**config.mk**
```make
export PLATFORM = sky130hd
export DESIGN_NAME = diameter_avp_code_scanner_core
export DESIGN_NICKNAME = d
export VERILOG_FILES = /design/src/rtl/dacs_pkg.sv /design/src/rtl/dacs_front.sv /design/src/rtl/dacs_queue.sv /design/src/rtl/dacs_back.sv /design/src/rtl/diameter_avp_code_scanner_core.sv
export SDC_FILE = /design/constraint.sdc
export NUM_CORES = 1
export LEC_CHECK = 0
export CORE_MARGIN = 2
export CORE_UTILIZATION = 55
export CTS_CLUSTER_DIAMETER = 50
export DETAILED_ROUTE_END_ITERATION = 10
export DONT_BUFFER_PORTS = 1
export GPL_ROUTABILITY_DRIVEN = 0
export GPL_TIMING_DRIVEN = 0
export PLACE_DENSITY = 0.73
export SYNTH_ARGS = -nofsm -noshare
export SYNTH_HDL_FRONTEND = slang
export SYNTH_SLANG_ARGS = --single-unit
```
**constraint.sdc**
```tcl
create_clock -name clk_i -period 5.67 [get_ports clk_i]
set_input_delay 1.4175 -clock clk_i [delete_from_list [all_inputs] [get_ports clk_i]]
set_output_delay 1.4175 -clock clk_i [all_outputs]
set_load 0.05 [all_outputs]
```
**src/rtl/dacs_pkg.sv**
```systemverilog
// Shared types and constants of the Diameter AVP code scanner.
package dacs_pkg;

  localparam int unsigned RegionBytesMaxDefault = 65536;
  localparam int unsigned QueueDepthDefault     = 4;

  localparam logic [23:0] HdrBytes    = 24'd8;
  localparam logic [23:0] VendorBytes = 24'd4;
  localparam logic [2:0]  HdrLastIdx  = 3'd7;
  localparam logic [2:0]  FlagIdx     = 3'd4;

  typedef enum logic [1:0] {
    STATUS_FOUND     = 2'd0,
    STATUS_NOT_FOUND = 2'd1,
    STATUS_INVALID   = 2'd2
  } status_e;

  typedef struct packed {
    status_e     status;
    logic [15:0] avp_offset;
    logic [23:0] avp_bytes;
    logic        vendor_flag;
  } dacs_rec_t;

endpackage

```
**src/rtl/dacs_front.sv**
```systemverilog
// Byte scanner: header accumulation, code match, skip count and result records.
module dacs_front import dacs_pkg::*; #(
  parameter int unsigned RegionBytesMax = RegionBytesMaxDefault
) (
  input  logic        clk_i,
  input  logic        rst_ni,
  input  logic        cfg_valid_i,
  input  logic [31:0] cfg_data_i,
  input  logic        accept_i,
  input  logic [7:0]  data_byte_i,
  input  logic [15:0] region_length_i,
  input  logic        last_byte_i,
  output logic        rec_valid_o,
  output dacs_rec_t   rec_o
);

  localparam int unsigned PosCap   = (RegionBytesMax > 65536) ? 65536 : RegionBytesMax;
  localparam logic [15:0] PosLimit = 16'(PosCap - 1);

  logic [31:0] target_q;
  logic [15:0] pos_q, pos_d;
  logic [2:0]  hidx_q, hidx_d;
  logic [31:0] code_q, code_d;
  logic [7:0]  flag_q, flag_d;
  logic [23:0] len_q, len_d;
  logic [23:0] skip_q, skip_d;
  logic [15:0] hstart_q, hstart_d;
  logic        done_q, done_d;

  logic [15:0] hstart_n;
  logic [23:0] len_n;
  logic [24:0] skip_w;
  logic        bad;

  assign hstart_n = (hidx_q == 3'd0) ? pos_q : hstart_q;
  assign len_n    = {len_q[15:0], data_byte_i};
  assign skip_w   = ({1'b0, len_n} + 25'd3) & ~25'd3;
  assign bad      = (len_n > {8'd0, region_length_i}) || (len_n < HdrBytes);

  always_comb begin
    pos_d       = pos_q;
    hidx_d      = hidx_q;
    code_d      = code_q;
    flag_d      = flag_q;
    len_d       = len_q;
    skip_d      = skip_q;
    hstart_d    = hstart_q;
    done_d      = done_q;
    rec_valid_o = 1'b0;
    rec_o       = '0;
    if (accept_i && !done_q) begin
      if (skip_q != 24'd0) begin
        skip_d = skip_q - 24'd1;
      end else begin
        hstart_d = hstart_n;
        hidx_d   = hidx_q + 3'd1;
        if (hidx_q < FlagIdx) begin
          code_d = {code_q[23:0], data_byte_i};
        end else if (hidx_q == FlagIdx) begin
          flag_d = data_byte_i;
        end else begin
          len_d = len_n;
        end
        if (hidx_q == HdrLastIdx) begin
          rec_o.avp_offset  = hstart_n;
          rec_o.avp_bytes   = len_n;
          rec_o.vendor_flag = flag_q[7];
          if (code_q == target_q) begin
            rec_valid_o  = 1'b1;
            rec_o.status = bad ? STATUS_INVALID : STATUS_FOUND;
          end else if (len_n == 24'd0) begin
            rec_valid_o  = 1'b1;
            rec_o.status = STATUS_INVALID;
          end else if (len_n <= VendorBytes) begin
            // short AVP: next header overlaps the flag and length bytes
            code_d   = {flag_q, len_n};
            flag_d   = '0;
            len_d    = '0;
            hstart_d = hstart_n + 16'd4;
            hidx_d   = FlagIdx;
          end else begin
            skip_d = 24'(skip_w - {1'b0, HdrBytes});
          end
          if (rec_valid_o) begin
            done_d = 1'b1;
          end
        end
      end
      if (!rec_valid_o && last_byte_i) begin
        rec_valid_o  = 1'b1;
        rec_o        = '0;
        rec_o.status = STATUS_NOT_FOUND;
      end
      if (pos_q != PosLimit) begin
        pos_d = pos_q + 16'd1;
      end
    end
    if (accept_i && last_byte_i) begin
      pos_d    = '0;
      hidx_d   = '0;
      code_d   = '0;
      flag_d   = '0;
      len_d    = '0;
      skip_d   = '0;
      hstart_d = '0;
      done_d   = 1'b0;
    end
  end

  always_ff @(posedge clk_i or negedge rst_ni) begin
    if (!rst_ni) begin
      target_q <= '0;
      pos_q    <= '0;
      hidx_q   <= '0;
      code_q   <= '0;
      flag_q   <= '0;
      len_q    <= '0;
      skip_q   <= '0;
      hstart_q <= '0;
      done_q   <= 1'b0;
    end else begin
      if (cfg_valid_i) begin
        target_q <= cfg_data_i;
      end
      pos_q    <= pos_d;
      hidx_q   <= hidx_d;
      code_q   <= code_d;
      flag_q   <= flag_d;
      len_q    <= len_d;
      skip_q   <= skip_d;
      hstart_q <= hstart_d;
      done_q   <= done_d;
    end
  end

  a_done_silent: assert property (@(posedge clk_i) disable iff (!rst_ni)
    done_q |-> !rec_valid_o)
    else $error("record emitted after search finished");
  a_match_sets_done: assert property (@(posedge clk_i) disable iff (!rst_ni)
    (rec_valid_o && !last_byte_i) |=> done_q)
    else $error("search not closed after a result");
  a_skip_no_header: assert property (@(posedge clk_i) disable iff (!rst_ni)
    (accept_i && !done_q && skip_q != 24'd0) |=> $stable(hidx_q))
    else $error("header index moved during skip");

endmodule

```
**src/rtl/dacs_queue.sv**
```systemverilog
// Short result queue between the byte scanner and the result stage.
module dacs_queue import dacs_pkg::*; #(
  parameter int unsigned Depth = QueueDepthDefault
) (
  input  logic      clk_i,
  input  logic      rst_ni,
  input  logic      wr_i,
  input  dacs_rec_t wr_data_i,
  input  logic      rd_i,
  output dacs_rec_t rd_data_o,
  output logic      not_empty_o,
  output logic      full_o
);

  localparam int unsigned PtrW = (Depth > 1) ? $clog2(Depth) : 1;
  localparam int unsigned CntW = $clog2(Depth + 1);
  localparam logic [PtrW-1:0] PtrMax = PtrW'(Depth - 1);
  localparam logic [CntW-1:0] CntFull = CntW'(Depth);

  dacs_rec_t       mem_q [Depth];
  logic [PtrW-1:0] wptr_q, rptr_q;
  logic [CntW-1:0] cnt_q;

  assign rd_data_o   = mem_q[rptr_q];
  assign not_empty_o = cnt_q != '0;
  assign full_o      = cnt_q == CntFull;

  always_ff @(posedge clk_i) begin
    if (wr_i) begin
      mem_q[wptr_q] <= wr_data_i;
    end
  end

  always_ff @(posedge clk_i or negedge rst_ni) begin
    if (!rst_ni) begin
      wptr_q <= '0;
      rptr_q <= '0;
      cnt_q  <= '0;
    end else begin
      if (wr_i) begin
        wptr_q <= (wptr_q == PtrMax) ? '0 : wptr_q + PtrW'(1);
      end
      if (rd_i) begin
        rptr_q <= (rptr_q == PtrMax) ? '0 : rptr_q + PtrW'(1);
      end
      if (wr_i && !rd_i) begin
        cnt_q <= cnt_q + CntW'(1);
      end else if (rd_i && !wr_i) begin
        cnt_q <= cnt_q - CntW'(1);
      end
    end
  end

  a_no_overflow: assert property (@(posedge clk_i) disable iff (!rst_ni)
    full_o |-> !wr_i)
    else $error("write into full queue");
  a_no_underflow: assert property (@(posedge clk_i) disable iff (!rst_ni)
    rd_i |-> not_empty_o)
    else $error("read from empty queue");

endmodule

```
**src/rtl/dacs_back.sv**
```systemverilog
// Result stage: data offset and length, output register.
module dacs_back import dacs_pkg::*; (
  input  logic        clk_i,
  input  logic        rst_ni,
  input  logic        q_not_empty_i,
  input  dacs_rec_t   q_data_i,
  output logic        q_rd_o,
  input  logic        pop,
  output logic        empty,
  output logic [1:0]  status_o,
  output logic [15:0] avp_offset_o,
  output logic [23:0] avp_bytes_o,
  output logic [15:0] data_offset_o,
  output logic [23:0] data_length_o,
  output logic        vendor_flag_o
);

  logic        valid_q;
  logic [23:0] head;
  logic [15:0] doff;
  logic [23:0] dlen;
  logic        nf;

  assign head  = q_data_i.vendor_flag ? (HdrBytes + VendorBytes) : HdrBytes;
  assign nf    = q_data_i.status == STATUS_NOT_FOUND;
  assign doff  = nf ? '0 : q_data_i.avp_offset + head[15:0];
  assign dlen  = (nf || q_data_i.avp_bytes < head) ? '0 : q_data_i.avp_bytes - head;
  assign q_rd_o = q_not_empty_i && (!valid_q || pop);
  assign empty = !valid_q;

  always_ff @(posedge clk_i or negedge rst_ni) begin
    if (!rst_ni) begin
      valid_q <= 1'b0;
    end else if (q_rd_o) begin
      valid_q <= 1'b1;
    end else if (pop) begin
      valid_q <= 1'b0;
    end
  end

  always_ff @(posedge clk_i) begin
    if (q_rd_o) begin
      status_o      <= q_data_i.status;
      avp_offset_o  <= q_data_i.avp_offset;
      avp_bytes_o   <= q_data_i.avp_bytes;
      data_offset_o <= doff;
      data_length_o <= dlen;
      vendor_flag_o <= q_data_i.vendor_flag;
    end
  end

  a_status_legal: assert property (@(posedge clk_i) disable iff (!rst_ni)
    !empty |-> (status_o == STATUS_FOUND || status_o == STATUS_NOT_FOUND ||
                status_o == STATUS_INVALID))
    else $error("bad status on output");
  a_nf_zero: assert property (@(posedge clk_i) disable iff (!rst_ni)
    (!empty && status_o == STATUS_NOT_FOUND) |-> (data_offset_o == '0 && avp_bytes_o == '0))
    else $error("not-found beat carries nonzero fields");
  a_load_fills: assert property (@(posedge clk_i) disable iff (!rst_ni)
    q_rd_o |=> !empty)
    else $error("loaded result not shown");

endmodule

```
**src/rtl/diameter_avp_code_scanner_core.sv**
```systemverilog
// Top level of the Diameter AVP code scanner.
// Takes one region byte per cycle while full is low: each byte only updates counters and
// the header accumulator, and a result record is written into a queue of QueueDepth
// entries. full rises only when that queue is full, i.e. when the result reader has
// stalled with QueueDepth + 1 results waiting (QueueDepth in the queue, one in the
// output register). A result goes from the deciding byte into the queue, then into
// the output register that drives the output ports; it waits in the queue while that
// register holds an unpopped result. The target code is written on the cfg channel,
// which is always ready; write it only while no region is in flight.
module diameter_avp_code_scanner_core import dacs_pkg::*; #(
  parameter int unsigned RegionBytesMax = RegionBytesMaxDefault,
  parameter int unsigned QueueDepth     = QueueDepthDefault
) (
  input  logic        clk_i,
  input  logic        rst_ni,
  input  logic        cfg_valid_i,
  output logic        cfg_ready_o,
  input  logic [31:0] cfg_data_i,
  input  logic        push,
  output logic        full,
  input  logic [7:0]  data_byte_i,
  input  logic [15:0] region_length_i,
  input  logic        last_byte_i,
  output logic        empty,
  input  logic        pop,
  output logic [1:0]  status_o,
  output logic [15:0] avp_offset_o,
  output logic [23:0] avp_bytes_o,
  output logic [15:0] data_offset_o,
  output logic [23:0] data_length_o,
  output logic        vendor_flag_o
);

  logic      accept;
  logic      rec_valid;
  dacs_rec_t rec;
  logic      q_rd;
  logic      q_not_empty;
  dacs_rec_t q_data;

  assign cfg_ready_o = 1'b1;
  assign accept      = push && !full;

  dacs_front #(
    .RegionBytesMax(RegionBytesMax)
  ) u_front (
    .clk_i          (clk_i),
    .rst_ni         (rst_ni),
    .cfg_valid_i    (cfg_valid_i),
    .cfg_data_i     (cfg_data_i),
    .accept_i       (accept),
    .data_byte_i    (data_byte_i),
    .region_length_i(region_length_i),
    .last_byte_i    (last_byte_i),
    .rec_valid_o    (rec_valid),
    .rec_o          (rec)
  );

  dacs_queue #(
    .Depth(QueueDepth)
  ) u_queue (
    .clk_i      (clk_i),
    .rst_ni     (rst_ni),
    .wr_i       (rec_valid),
    .wr_data_i  (rec),
    .rd_i       (q_rd),
    .rd_data_o  (q_data),
    .not_empty_o(q_not_empty),
    .full_o     (full)
  );

  dacs_back u_back (
    .clk_i        (clk_i),
    .rst_ni       (rst_ni),
    .q_not_empty_i(q_not_empty),
    .q_data_i     (q_data),
    .q_rd_o       (q_rd),
    .pop          (pop),
    .empty        (empty),
    .status_o     (status_o),
    .avp_offset_o (avp_offset_o),
    .avp_bytes_o  (avp_bytes_o),
    .data_offset_o(data_offset_o),
    .data_length_o(data_length_o),
    .vendor_flag_o(vendor_flag_o)
  );

  a_rec_needs_accept: assert property (@(posedge clk_i) disable iff (!rst_ni)
    rec_valid |-> accept)
    else $error("record without an accepted beat");
  a_pop_drains: assert property (@(posedge clk_i) disable iff (!rst_ni)
    (pop && !empty && !q_not_empty) |=> empty)
    else $error("output not cleared after last pop");
  a_full_holds_input: assert property (@(posedge clk_i) disable iff (!rst_ni)
    full |-> !rec_valid)
    else $error("record produced while queue full");

endmodule
```
* Word-level counts from Yosys, hierarchy flattened *
Memories as Yosys holds them, arrays and structs flattened.
Index checks and enable logic that the tools add are counted.
W data, S select, Z words.

cells by class
  multiply operators = 0
  div/mod/pow operators = 0
  equal/unequal tests = 12
  add/sub/neg operators = 12
  mux-type cells = 82
  reductions and logical operators = 31
  bitwise operators = 0
  shifts and indexed selects = 0
  order comparisons = 5

operators by type and width
  kind                     number
  $mux W24                 16
  $mux W32                 8
  $mux W16                 11
  $mux W43                 4
  $mux W8                  9
  $eq A32 B32 Y1           1
  $mux W3                  10
  $add A24 B2 Y24 const B  1
  $gt A24 B16 Y1           1
  $le A24 B3 Y1 const B    1
  $logic_not A24 Y1        1
  $lt A24 B24 Y1           1
  $lt A24 B4 Y1 const B    1
  $reduce_bool A24 Y1      1
  $sub A24 B1 Y24 const B  1
  $sub A24 B24 Y24         1
  $sub A24 B4 Y24 const B  1
  $mux W1                  19
  $add A16 B1 Y16 const B  1
  $add A16 B16 Y16         1
  $add A16 B3 Y16 const B  1
  $ne A16 B16 Y1 const B   1
  $reduce_bool A2 Y1       6
  $mux W2                  5
  other kinds (17)         39

word-level totals
  memories = 1
  memory bits (writable) = 172
  flip-flop bits (word level) = 247
  bits of input ports = 62
  bits in latches = 0
  bits in read-only memories = 0
  output and inout port bits = 86
  logic and storage cells = 162

memory list
  name           words  width  read ports  clocked after memory_dff  wr ports  line              RTL
  u_queue.mem_q  4      43     1           0                         1         dacs_queue.sv:20  dacs_rec_t mem_q [Depth];

* Logic depth before layout (Yosys ltp) *
Gate-level depths: netlist of the first run.

  word-level depth = 17
  mapped depth = 16
  mapped depth without buffers = 13

* Hierarchy *
A second synthesis of the first run with hierarchy kept.

unflattened totals
  cell total of the unflattened synthesis = 1454
  area total of the unflattened synthesis = 19057.0 um^2

modules (own cells, without submodules)
  module                          area an instance (um^2)  times used  seq. area each (um^2)  cells each
  dacs_front                      8954.8                   1           3703.6                 954
  dacs_queue                      6681.4                   1           5340.1                 262
  dacs_back                       3395.8                   1           2517.4                 235
  diameter_avp_code_scanner_core  25.0                     1           0.0                    3

* Worst setup path before layout of the first run *
Ideal clock, no wire load.

  path kind = input -> register
  start point = in pop
  end point = reg u_queue.cnt_q[1]
  stages on the path = 7
  setup slack = -1.339 ns
  path buffers = 0
  arrival time = 6.885 ns
  required time = 5.545 ns
  setup time = 0.125 ns
  path through = inv_1 a21oi_1 inv_1 ha_1 inv_1 fa_1 mux2_2

on the way
  longest elaborated chain between the ends = 5
  elaborated cells on any way between the ends = 7
  those cells by class = mux: 1; reduce/logical: 6

RTL lines
  item                                                  line                                  RTL
  start, declared                                       diameter_avp_code_scanner_core.sv:25  input logic pop,
  $logic_or A1 B1 Y1 (*)                                dacs_back.sv:28                       assign q_rd_o = q_not_empty_i && (!valid_q || pop);
  $logic_and A1 B1 Y1 (*)                               dacs_back.sv:28
  via q_rd                                              diameter_avp_code_scanner_core.sv:37  logic q_rd;
  $logic_not A1 Y1                                      dacs_queue.sv:46                      if (wr_i && !rd_i) begin
  $logic_and A1 B1 Y1                                   dacs_queue.sv:46
  $mux W3 / $reduce_bool A2 Y1 (equally long branches)  --
  end signal, assigned                                  dacs_queue.sv:47                      cnt_q <= cnt_q + CntW'(1);
  end signal, assigned                                  dacs_queue.sv:49                      cnt_q <= cnt_q - CntW'(1);
  end, declared                                         dacs_queue.sv:22                      logic [CntW-1:0] cnt_q;

The timed path passes the listed nets; every way through them passes the cells marked *.
A chain may end at the register's enable or synchronous reset.

==> flow_summary.ini, run 1 <==
[worst_hold_path]
min_path_type = flop to flop
whs_path_depth = 1

[finish]
multiInputGateArea_um2 = 7068
drive_gt1_share_pct = 12.57
syn_to_final_growth_pct = 11.37
fillers = 2595
finalCoreUtilization_pct = 62.03
nets = 1653
final-seq-area_um2 = 11560

[global_route]
use_met3_pct = 5.116
grt_overflow_total = 0
grtUsageMet2_pct = 42.17
busiest_layer = met2
grt_pass1_vias = 12510
antenna_found_initial = 1
track_usage_pct = 25.46
use_met1_pct = 33.31
grt_pass1_wl_um = 70750
grt_max_degree = 157

[critical_path]
crit_path_cell_trace = buf_4 > buf_4 > buf_2 > clkbuf_4 > buf_2 > mux4_2 > inv_1 > ha_1 > inv_1 > ha_1 > or4_1 > nand2b_1 > and2b_1 > a21o_1 > buf_2 > nor2_1
cpMostUsedCell = buf_2
cp_data_required_time_ns = 5.98
crit_family = buffers and inverters
worstPathMaxFanout = 10
worst-path-stages = 16
regToRegSetupSlack_ns = 0.36
cpPeakStageDelay_ns = 0.62
crit_slowest_cell = or4_1
worst-path-buf-inv = 8
startpoint_type = flop
crit_type = flop to flop
reg2reg_depth = 16
arrival_ns = 5.63
end_kind = flop

[power]
switchingPower_mw = 4.336
intPower_mw = 6.774
swShare_pct = 39.03
cellPowerDensity_nw_per_um2 = 521.1
power.leakage_nw = 8.134
max-vdd-ir-drop_uv = 373.3
p_total_mw = 11.11
power_frac_clock_pct = 25.8
combPwrFrac_pct = 25.7
seq_power_share_pct = 48.5

[synthesis]
ys_async_sr_fraction_pct = 37.96
ys_seq_elements = 411
synth_top_area_cell = edfxtp_1
yosysSeqAreaShare_pct = 60.39
synth_top_area_share_pct = 40.00
synth_area_leaders = edfxtp_1 40%, dfrtp_1 20%, mux4_2 5.1%
syn_inst = 1505
syn-num-nets = 1602
yosys.cell_types.count = 78
ys_warn_count = 0
synthesis.area_um2 = 19140
synth_edf_count = 255
synth_flop_cell = edfxtp_1
syn_avg_cell_area_um2 = 12.72

[floorplan]
num_rows = 68
initial_utilization_pct = 55.69
die_h_um = 190.6
die_w_um = 190.6
dieArea_um2 = 36320
core_area_um2 = 34370
pin_count = 148

[placed_design]
post-dp-hpwl_um = 31100
place_ws_ns = -0.1385
portBuffers = 0

[detailed_routing]
vias = 12730
ant_nets = 0
viasPerCell = 6.217
drt_pre_antenna_iters = 8
route.detailed.drc = 0
finalWirelength_um = 45590
first_iter_violations = 1180
wire_per_inst_um = 22.27

[run]
cap_violations = 0

[timing]
setup_viol_count_final = 0
grt_setup_unrepaired = no
fmax_mhz = 188.2
slew_headroom_pct = 13.43
timing.final.ws_setup_ns = 0.3554
slew_viol_final = 0
min_period_ns = 5.315
timing_worst_slew_pin_value_ns = 1.287
clock_skew_ns = 0.01561
final.period_utilization_pct = 93.73
hold_violations = 0

[cts]
htree_levels = 2
clock_sinks = 411
path_clk_slew_ns = 0.06
ctsHoldBuffers = 0
insertion_delay_ns = 0.56
root_buffer = clkbuf_16
cts_tree = yes
cts.path.max_buffers = 3
cts_made_buffers = 44

[run_status]
status = completed
area by class of cell:
cell class | instances | share of cell area (%)
flip-flops and latches | 411 | 54.23
multi-input cells | 967 | 33.15
clock buffers | 64 | 5.939
well taps | 455 | 2.670
plain buffers | 78 | 1.643
clock inverters | 17 | 0.9507
inverters | 48 | 0.8451
repair buffers | 6 | 0.5634
diodes | 1 | 0.01174
routing by layer:
metal	vias up	part of all wire (%)	routed length (µm)
li1	5723	-	-
met1	6333	42	19020
met2	563	48	21740
met3	108	6.9	3167
met4	0	3.7	1668
met5	-	0	0
Yosys cell counts (5+ instances only):
cell type	n
a221o_1	12
or3_1	12
a22o_1	41
a21o_1	6
nand2b_1	8
nand4_1	20
mux2_2	37
nor4_1	30
o21bai_1	5
dfrtp_1	156
o22ai_1	5
inv_1	48
xnor2_1	34
mux2i_1	23
buf_1	6
nor2_1	150
a2bb2oi_1	6
a211oi_1	10
edfxtp_1	255
nor3_1	34
a21oi_1	36
buf_2	12
o21ai_0	63
o41ai_1	5
nand2_1	103
nand3_1	29
o211ai_1	10
a21boi_0	5
xor2_1	64
nor2b_1	10
clkbuf_1	53
and2_1	34
and3_1	18
buf_4	5
o2111ai_1	5
ha_1	34
mux4_2	43
a31oi_1	6
timing repair:
item                                   in CTS  in global routing
endpoints found under the hold margin       0                  0
buffers inserted                            0                  0
cloned                                      0                  0
resized for setup                           1                  1
setup endpoints to repair                  20                 20
stage by stage:
stage | instances | instance area, µm² | hold WS (ns) | setup TNS, ns
2_1_floorplan | 1505 | 19150 | 0.4570 | 0
4_1_cts | 2047 | 21320 | 0.4992 | 0
6_report | 2047 | 21320 | 0.4982 | 0
3_3_place_gp | 1960 | 19720 | 0.4741 | -1.644
5_1_grt | 2047 | 21320 | 0.5274 | 0
3_5_place_dp | 1966 | 19850 | 0.4862 | -2.338
worst paths after layout:
| check | start | end |
|---|---|---|
| max | u_queue.rptr_q[0] | u_back.data_length_o[23] |
| min in group asynchronous | rst_ni | u_front.len_q[14] |
| max in group asynchronous | rst_ni | u_front.pos_q[0] |
| min | u_front.done_q | u_front.done_q |
| max reg2reg | u_queue.rptr_q[0] | u_back.data_length_o[23] |
| min reg2reg | u_front.done_q | u_front.done_q |
cell usage in the layout (no fill, tap or decap), types with 9 or more instances in the layout:
cell type,count
dfrtp_1,156
and3_1,18
nand3_1,29
nor3_1,34
clkbuf_16,44
o211ai_1,10
nor2_1,150
nor2b_1,10
nor4_1,30
nand4_1,20
clkbuf_1,63
mux2i_1,23
or3_1,12
clkbuf_8,9
buf_2,11
edfxtp_1,255
a211oi_1,10
o21ai_0,63
mux4_2,43
xnor2_1,34
nand2_1,103
a21oi_1,35
a22o_1,41
and2_1,30
ha_1,34
inv_1,48
a221o_1,12
xor2_1,64
mux2_2,37
state kept, by name (all words and copies together) (netlist names), 24 cells and up:
register,cells
u_front.code_q,32
u_front.skip_q,24
u_queue.mem_q,172
u_back.avp_bytes_o,24
u_front.target_q,32
u_back.data_length_o,24
cell families after synthesis:
kind of cell | count (synthesis) | share of synthesized area (%)
other | 1 | 0.01959
XOR/XNOR | 98 | 4.484
AO/OA/AOI/OAI | 247 | 9.046
adder cells (fa/ha/maj) | 35 | 2.327
AND/OR/NAND/NOR | 483 | 12.52
multiplexers | 103 | 8.438
buffers and inverters | 127 | 2.771
flip-flops | 411 | 60.39
power groups by stage:
stage	Clock, mW	Sequential [mW]	Combinational [mW]
after floorplan	0	5.34	2.07
after global placement	0	5.43	2.67
after detailed placement	0	5.43	2.78
after CTS	2.92	5.39	2.84
after global routing	3.05	5.45	3.13
final	2.87	5.38	2.86
(Power assumes the default switching activity.)
==> run 2: changes to the inputs <==
--- a/config.mk
+++ b/config.mk
@@ -6,13 +6,12 @@
 export NUM_CORES = 1
 export LEC_CHECK = 0
 export CORE_MARGIN = 2
-export CORE_UTILIZATION = 55
+export CORE_UTILIZATION = 35
 export CTS_CLUSTER_DIAMETER = 50
 export DETAILED_ROUTE_END_ITERATION = 10
 export DONT_BUFFER_PORTS = 1
 export GPL_ROUTABILITY_DRIVEN = 0
 export GPL_TIMING_DRIVEN = 0
-export PLACE_DENSITY = 0.73
 export SYNTH_ARGS = -nofsm -noshare
 export SYNTH_HDL_FRONTEND = slang
 export SYNTH_SLANG_ARGS = --single-unit
==> flow_summary.ini, run 2 (same netlist as run 1, synthesis figures left out) <==
[run_status]
status = completed

[critical_path]
r2r-end = u_back.data_length_o[2]
regToRegSetupSlack_ns = 0.31
cp_data_required_time_ns = 6.03
end_kind = flop
reg2reg_depth = 15
startpoint_type = flop
timing.rr.start = u_queue.rptr_q[1]
worstPathMaxFanout = 19
crit_type = flop to flop
arrival_ns = 5.71

[timing]
clock_skew_ns = 0.04518
grt_setup_unrepaired = no
slew_viol_final = 0
setup_viol_count_final = 0
min_period_ns = 5.358
whs_ns = 0.4832
slew_headroom_pct = 13.07
fmax_mhz = 186.6
final.period_utilization_pct = 94.50
timing.final.ws_setup_ns = 0.3120
timing_worst_slew_pin_value_ns = 1.292
hold_violations = 0

[finish]
final_common_cell = edfxtp_1
regMostFlops = u_queue.mem_q
finalCoreUtilization_pct = 40.81
final_area_um2 = 22000
final-seq-area_um2 = 11560
multiInputGateArea_um2 = 7068
drive_gt1_share_pct = 13.48
largest_reg_flops = 172
layout_common_cells = 255 x edfxtp_1, 156 x dfrtp_1, 150 x nor2_1
top_regs = u_queue.mem_q: 172 flops, u_front.code_q: 32 flops, u_front.target_q: 32 flops
syn_to_final_growth_pct = 14.95
fillers = 4986
nets = 1663

[run]
cap_violations = 0

[detailed_routing]
viasPerCell = 5.473
wire_per_inst_um = 20.46
ant_nets = 0
finalWirelength_um = 47210
first_iter_violations = 1057
vias = 12630
route.detailed.drc = 0
drt_pre_antenna_iters = 5

[cts]
clock_sinks = 411
ctsHoldBuffers = 0
htree_levels = 2
root_buffer = clkbuf_16
insertion_delay_ns = 0.63
path_clk_slew_ns = 0.06
cts_tree = yes
cts.path.max_buffers = 3
cts_made_buffers = 54

[power]
swShare_pct = 38.88
intPower_mw = 7.102
max-vdd-ir-drop_uv = 263.6
p_total_mw = 11.62
power.leakage_nw = 8.318
combPwrFrac_pct = 24.3
switchingPower_mw = 4.519
seq_power_share_pct = 46.3
cellPowerDensity_nw_per_um2 = 528.1
power_frac_clock_pct = 29.5

[floorplan]
pin_count = 148
initial_utilization_pct = 35.50
die_w_um = 237.9
die_h_um = 237.9
num_rows = 85
dieArea_um2 = 56580
core_area_um2 = 53920

[placed_design]
place_ws_ns = -0.2614
placed_area_um2 = 20180
portBuffers = 0
post-dp-hpwl_um = 33040

[worst_hold_path]
hold_path_end = u_queue.cnt_q[2]
min_from = u_queue.cnt_q[2]
min_path_type = flop to flop
whs_path_depth = 1

[global_route]
grt_pass1_vias = 12340
track_usage_pct = 16.65
use_met3_pct = 4.072
grtUsageMet2_pct = 25.57
busiest_layer = met2
grt_max_degree = 157
grt_overflow_total = 0
grt_pass1_wl_um = 73330
antenna_found_initial = 1
use_met1_pct = 23.51
[run 2: metal layers]
| metal | part of all wire [%] | routed length (µm) |
|---|---|---|
| met1 | 45 | 21430 |
| met2 | 45 | 21050 |
| met3 | 7.7 | 3658 |
| met4 | 2.3 | 1075 |
| met5 | 0 | 0 |
[run 2: critical path, stage by stage, from the launching register on]
cell and delay, ns:
dfrtp_1 0.35, clkbuf_1 0.42, clkbuf_1 0.56, buf_2 0.43, buf_2 0.50, mux4_2 0.44
inv_1 0.08, ha_1 0.18, inv_1 0.09, ha_1 0.22, or4_1 0.61, nand2b_1 0.24
and2b_1 0.34, a21o_1 0.27, buf_2 0.26, nor2_1 0.06
[run 2: cell type report]
type | instances | area share, %
Clock inverter | 40 | 2.041
Clock buffer | 60 | 6.289
Inverter | 48 | 0.8188
Sequential cell | 411 | 52.54
Timing Repair Buffer | 7 | 0.6710
Antenna cell | 1 | 0.01137
Tap cell | 696 | 3.957
Multi-Input combinational cell | 967 | 32.12
Buffer | 77 | 1.552
[run 2: power groups by stage]
stage / combinational [mW] / clock, mW / sequential, mW
3_5_place_dp: 2.85 / 0 / 5.43
6_report: 2.82 / 3.42 / 5.38
3_3_place_gp: 2.76 / 0 / 5.45
5_1_grt: 3.15 / 3.62 / 5.44
2_1_floorplan: 2.07 / 0 / 5.34
4_1_cts: 2.86 / 3.50 / 5.38
[run 2: how the worst max path moves through the flow]
stage,to,startpoint,cells past startpoint
floorplan,u_queue.cnt_q[1],pop,7
CTS,u_back.data_length_o[2],u_queue.rptr_q[0],16
global placement,u_queue.cnt_q[1],pop,7
detailed placement,u_back.data_length_o[14],u_queue.rptr_q[1],16
global route,u_back.data_length_o[4],u_queue.rptr_q[1],15
finish,u_back.data_length_o[2],u_queue.rptr_q[1],15
[run 2: what timing repair did]
action | CTS | global route
resized for setup | 0 | 0
endpoints found under the setup margin | 22 | 20
buffers inserted | 0 | 0
[run 2: metrics by stage]
stage	setup TNS, ns	std cells
detailed placement	-5.023	2208
global route	0	2307
global placement	-32.70	2201
finish	0	2307
CTS	0	2307
floorplan	0	1505
